--- src/design/hamd_pkg.sv ---
// Shared constants and types for the head-angle to mouse-delta block.
// No dependencies; used by every design file but hamd_checker.
package hamd_pkg;

    localparam int ANGLE_FRAC_BITS = 8;
    localparam int DEG_SHIFT       = 29 - ANGLE_FRAC_BITS;
    localparam int PIX_SHIFT       = ANGLE_FRAC_BITS + 8;

    localparam int FULL_TURN = 360 << ANGLE_FRAC_BITS;
    localparam int HALF_TURN = 180 << ANGLE_FRAC_BITS;
    localparam int ACC_LIMIT = 100 << ANGLE_FRAC_BITS;
    localparam int ACC_MAX   = (1 << (ANGLE_FRAC_BITS + 9)) - 1;
    localparam int ACC_MIN   = -(1 << (ANGLE_FRAC_BITS + 9));

    localparam logic signed [23:0] DEG_PER_RAD = 24'sd3754936;  // 180/pi, Q16
    localparam logic signed [19:0] RAD_PER_DEG = 20'sd292818;   // pi/180, Q24

    localparam int DIV_STEPS = 32;

    typedef enum logic [2:0] {
        REG_MOUSE_EMULATION = 3'd0,
        REG_YAW_GAIN        = 3'd1,
        REG_PITCH_GAIN      = 3'd2,
        REG_ROLL_GAIN       = 3'd3,
        REG_YAW_OFFSET      = 3'd4,
        REG_X_OFFSET        = 3'd5,
        REG_Y_OFFSET        = 3'd6,
        REG_Z_OFFSET        = 3'd7
    } reg_index_t;

    typedef struct packed {
        logic load_in;
        logic conv;
        logic wrap;
        logic accum;
        logic pixels;
        logic div_start;
        logic div_sel;     // 0 yaw, 1 pitch
        logic div_apply;
        logic load_out;
    } ctrl_cmd_t;

    typedef struct packed {
        logic in_ok;
        logic emulation;
        logic px_yaw_zero;
        logic px_pitch_zero;
        logic div_done;
        logic out_free;
    } ctrl_stat_t;

endpackage

--- src/design/hamd_ctrl.sv ---
// Sequencer for one tracker request: convert, wrap, accumulate and output; with emulation
// on, pixels and divides come before output. Depends on hamd_pkg.
module hamd_ctrl (
    input  logic                   aclk,
    input  logic                   aresetn,
    input  logic                   s_tvalid,
    output logic                   s_tready,
    input  hamd_pkg::ctrl_stat_t   stat,
    output hamd_pkg::ctrl_cmd_t    cmd
);

    typedef enum logic [9:0] {
        S_IDLE  = 10'b0000000001,
        S_MUL   = 10'b0000000010,
        S_WRAP  = 10'b0000000100,
        S_ACC   = 10'b0000001000,
        S_PIX   = 10'b0000010000,
        S_DIVY  = 10'b0000100000,
        S_WAITY = 10'b0001000000,
        S_DIVP  = 10'b0010000000,
        S_WAITP = 10'b0100000000,
        S_OUT   = 10'b1000000000
    } state_t;

    state_t state_reg, state_next;

    always_comb begin
        state_next = state_reg;
        cmd        = '0;
        s_tready   = 1'b0;
        unique case (state_reg)
            S_IDLE: begin
                s_tready    = 1'b1;
                cmd.load_in = s_tvalid;
                if (s_tvalid && stat.in_ok) state_next = S_MUL;
            end
            S_MUL: begin
                cmd.conv   = 1'b1;
                state_next = S_WRAP;
            end
            S_WRAP: begin
                cmd.wrap   = 1'b1;
                state_next = S_ACC;
            end
            S_ACC: begin
                cmd.accum  = 1'b1;
                state_next = stat.emulation ? S_PIX : S_OUT;
            end
            S_PIX: begin
                cmd.pixels = 1'b1;
                state_next = S_DIVY;
            end
            S_DIVY: begin
                if (stat.px_yaw_zero) begin
                    state_next = S_DIVP;
                end else begin
                    cmd.div_start = 1'b1;
                    state_next    = S_WAITY;
                end
            end
            S_WAITY: begin
                if (stat.div_done) begin
                    cmd.div_apply = 1'b1;
                    state_next    = S_DIVP;
                end
            end
            S_DIVP: begin
                cmd.div_sel = 1'b1;
                if (stat.px_pitch_zero) begin
                    state_next = S_OUT;
                end else begin
                    cmd.div_start = 1'b1;
                    state_next    = S_WAITP;
                end
            end
            S_WAITP: begin
                cmd.div_sel = 1'b1;
                if (stat.div_done) begin
                    cmd.div_apply = 1'b1;
                    state_next    = S_OUT;
                end
            end
            S_OUT: begin
                if (stat.out_free) begin
                    cmd.load_out = 1'b1;
                    state_next   = S_IDLE;
                end
            end
            default: state_next = S_IDLE;
        endcase
    end

    always_ff @(posedge aclk) begin
        if (!aresetn) state_reg <= S_IDLE;
        else          state_reg <= state_next;
    end

endmodule

--- config.mk ---
export PLATFORM = sky130hd
export DESIGN_NAME = hamd_ctrl
export DESIGN_NICKNAME = d
export VERILOG_FILES = /design/src/design/hamd_pkg.sv /design/src/design/hamd_ctrl.sv
export SDC_FILE = /design/constraint.sdc
export NUM_CORES = 1
export LEC_CHECK = 0
export ABC_AREA = 1
export BUFFER_PORTS_ARGS = -buffer_cell sky130_fd_sc_hd__clkbuf_2
export CORE_MARGIN = 2
export CORE_UTILIZATION = 30
export DETAILED_ROUTE_END_ITERATION = 10
export GPL_ROUTABILITY_DRIVEN = 0
export PLACE_DENSITY = 0.53
export RECOVER_POWER = 25
export SETUP_SLACK_MARGIN = 0.15
export SYNTH_ARGS = -nofsm -noshare
export SYNTH_HDL_FRONTEND = slang
export SYNTH_SLANG_ARGS = --single-unit
--- constraint.sdc ---
create_clock -name aclk -period 1.5 [get_ports aclk]
set_clock_uncertainty 0.1 [all_clocks]
set_input_delay 0.15 -clock aclk [delete_from_list [all_inputs] [get_ports aclk]]
set_output_delay 0.15 -clock aclk [all_outputs]
set_load 0.02 [all_outputs]
==> reports/summary.txt <==
Count of cell types in the netlist: 20
Most frequent cells in the layout: inv_1, nor2_1, nand2_1
I/O pin cnt: 19
Row count: 18
Post-route cell area: 0.00118 mm2
Startpoint types: flop
CTS Root Cell: clkbuf_4
Die width: 55.1 um
RSZ-0062 raised after global routing: true
Most common cell after layout, fill and taps aside: inv_1
Placed cell area: 937 um2
CTS tree: done
Final Instance Count excl. Fillers: 189
Fin crit period: 1.73 ns
Initial antenna violation count: 0
CP Max Fanout: 3
CP peak stage delay: 0.34 ns
Avg Cell Area, Syn: 6.31 um2
Fin crit share: 115%
Power per cell area: 1300 mW/mm2
Logic gate share of total power: 60.9%
Final core utilization: 47.8%
GRT Overall Usage: 16.0%
First-pass DRT Iterations: 3
Syn Nets: 133
Max cap viols: 0
Reg2Reg Capture Point: state_reg[7]
Final nets: 169
Setup crit end kind: output pin
Vias in the first global route: 792
Crit path cell chain: nor2_4 -> nand2_2 -> inv_2 -> nand4_1 -> o22ai_2 -> clkbuf_8
Hold path start: stat[3]
Clock share of power: 16.0%
Sinks on Clock Net: 10
Clock Path Buffers: 2
Post-route setup slack: -0.228 ns
CTS H-tree depth: 1
Vias: 853
FMAX: 579 MHz
Core Area: 0.00248 mm2
Failing checks: negative setup slack
Post-synthesis sequential area ratio: 25.6%
Clk_lat worst skew: 0.26 ns
Max reg flops: 10
Hold path cells: 4
Placed insts: 173
Reg power frac: 23.1%
Wire per inst: 11.0 um
Share of layout cells above drive strength 1: 49.7%
Antenna-violating nets left: 0
Met2 usage: 24.4%
WP data arrival: 1.48 ns
R2R depth: 9
Crit-path leading delay family: simple AND/OR/NAND/NOR gates
Crit path buf inv count: 2
Vias per inst: 4.51
Worst Setup SP: state_reg[2]
Hold Path End: state_reg[6]
Syn-to-layout area delta: 51.4%
R2R setup slack: -0.06 ns
Switching share of total power: 46.1%
Cell Int Power: 0.829 mW
Port bufs: 18
Worst Hold Class: in2reg
Worst EP required: 1.25 ns
Worst-Margin Slew: 0.250 ns
Setup TNS: -1.61 ns
Total Power: 1.54 mW
Maximum vdd ir drop: 0.915 mV
Die height: 55.1 um
Synthesized cell area: 782 um2
Antenna diodes: 0
Synth Warn #: 0
Max Slew Vio Count: 0
Initial DRC count: 10
DRC viols: 0
Status: finished with violations
DPL Wire Length: 1500 um
Slowest CP cell: dfxtp_2
Final hold viol count: 0
TritonCTS Buffers: 3
Largest net degree at the start of global routing: 11
Setup violators final: 15
Switch Pwr: 0.710 mW
Grt ovf: 0
Slew HR: 83.3%
Die Footprint: 0.00303 mm2
GRT busiest layer: met2
Pleak: 0.663 nW
Grt met3 use: 3.23%
Worst r2r src: state_reg[2]
DRT Wirelength: 2070 um
Clk slew on worst S/H paths: 0.07 ns
Worst setup path class: reg2out
Grt met1 use: 20.9%
Seq cells post-synth: 10
Gate Count Post-Synth: 124
Initial cell density of the core: 31.6%
First-pass GRT wire length: 3430 um
## area by class of cell
type                            count  area (um2)
Clock buffer                        4        36.3
Fill cell                         275        1290
Inverter                           28         105
Multi-Input combinational cell     85         556
Sequential cell                    10         206
Tap cell                           30        37.5
Timing Repair Buffer               32         243
## power groups by stage
stage | sequential, mW | combinational, mW | clock, mW
finish | 0.355 | 0.938 | 0.246
floorplan | 0.352 | 0.565 | 0
CTS | 0.354 | 0.843 | 0.255
detailed placement | 0.358 | 0.734 | 0
global route | 0.359 | 1.04 | 0.265
global placement | 0.357 | 0.727 | 0
## cells in the mapped netlist
library cell	number	area share [%]
inv_2	3	1.4
buf_1	1	0.48
o22ai_1	1	0.80
nor2_4	6	8.6
o21ai_0	1	0.64
nand3_1	14	9.0
inv_1	25	12
nor4_1	1	0.80
nand2_2	3	2.4
dfxtp_1	10	26
o32ai_1	1	1.1
nor2_2	2	1.6
nand2_4	5	7.2
nor2_1	22	11
nand4_1	2	1.6
nand3_2	3	3.8
o21ai_1	1	0.64
nor3b_1	1	0.96
a21oi_1	1	0.64
nand2_1	21	10
## through the flow
stage | worst slack, ns | hold slack, ns
floorplan | 0.0637 | 0.190
global placement | 0.0439 | 0.287
detailed placement | 0.0129 | 0.290
CTS | -0.168 | 0.101
global route | -0.301 | 0.114
finish | -0.228 | 0.106
## worst max-delay path by stage
stage / end / slack (ns) / cells after the start
floorplan: state_reg[3] / 0.06 / 5
global placement: cmd[3] / 0.04 / 6
detailed placement: cmd[3] / 0.01 / 6
CTS: cmd[6] / -0.17 / 4
global route: cmd[3] / -0.30 / 6
finish: cmd[3] / -0.23 / 6
## per-layer routing
metal / up-vias / wire (um) / share of wire [%]
li1: 452 / - / -
met1: 380 / 947 / 46
met5: - / 0 / 0
met4: 0 / 43 / 2.1
met3: 6 / 62 / 3.0
met2: 15 / 1020 / 49
## logic make-up after synthesis
| family | after synthesis | synth area share [%] |
|---|---|---|
| AND/OR/NAND/NOR | 80 | 56.6 |
| buffers and inverters | 29 | 13.9 |
| flip-flops | 10 | 25.6 |
| AO/OA/AOI/OAI | 5 | 3.84 |
## timing repair
action	4_1_cts	5_1_grt
pin swaps	8	10
setup buffers	6	5
endpoints found under the setup margin	19	20
resized for setup	22	16
endpoints found under the hold margin	1	0
hold buffers	1	0
## tightest hold or removal path: cells and delay by family
family	cells	cell delay [ns]
buf+inv	1	0.11
simple gates	3	0.19
No activity file was read; power rests on OpenSTA's default activity.
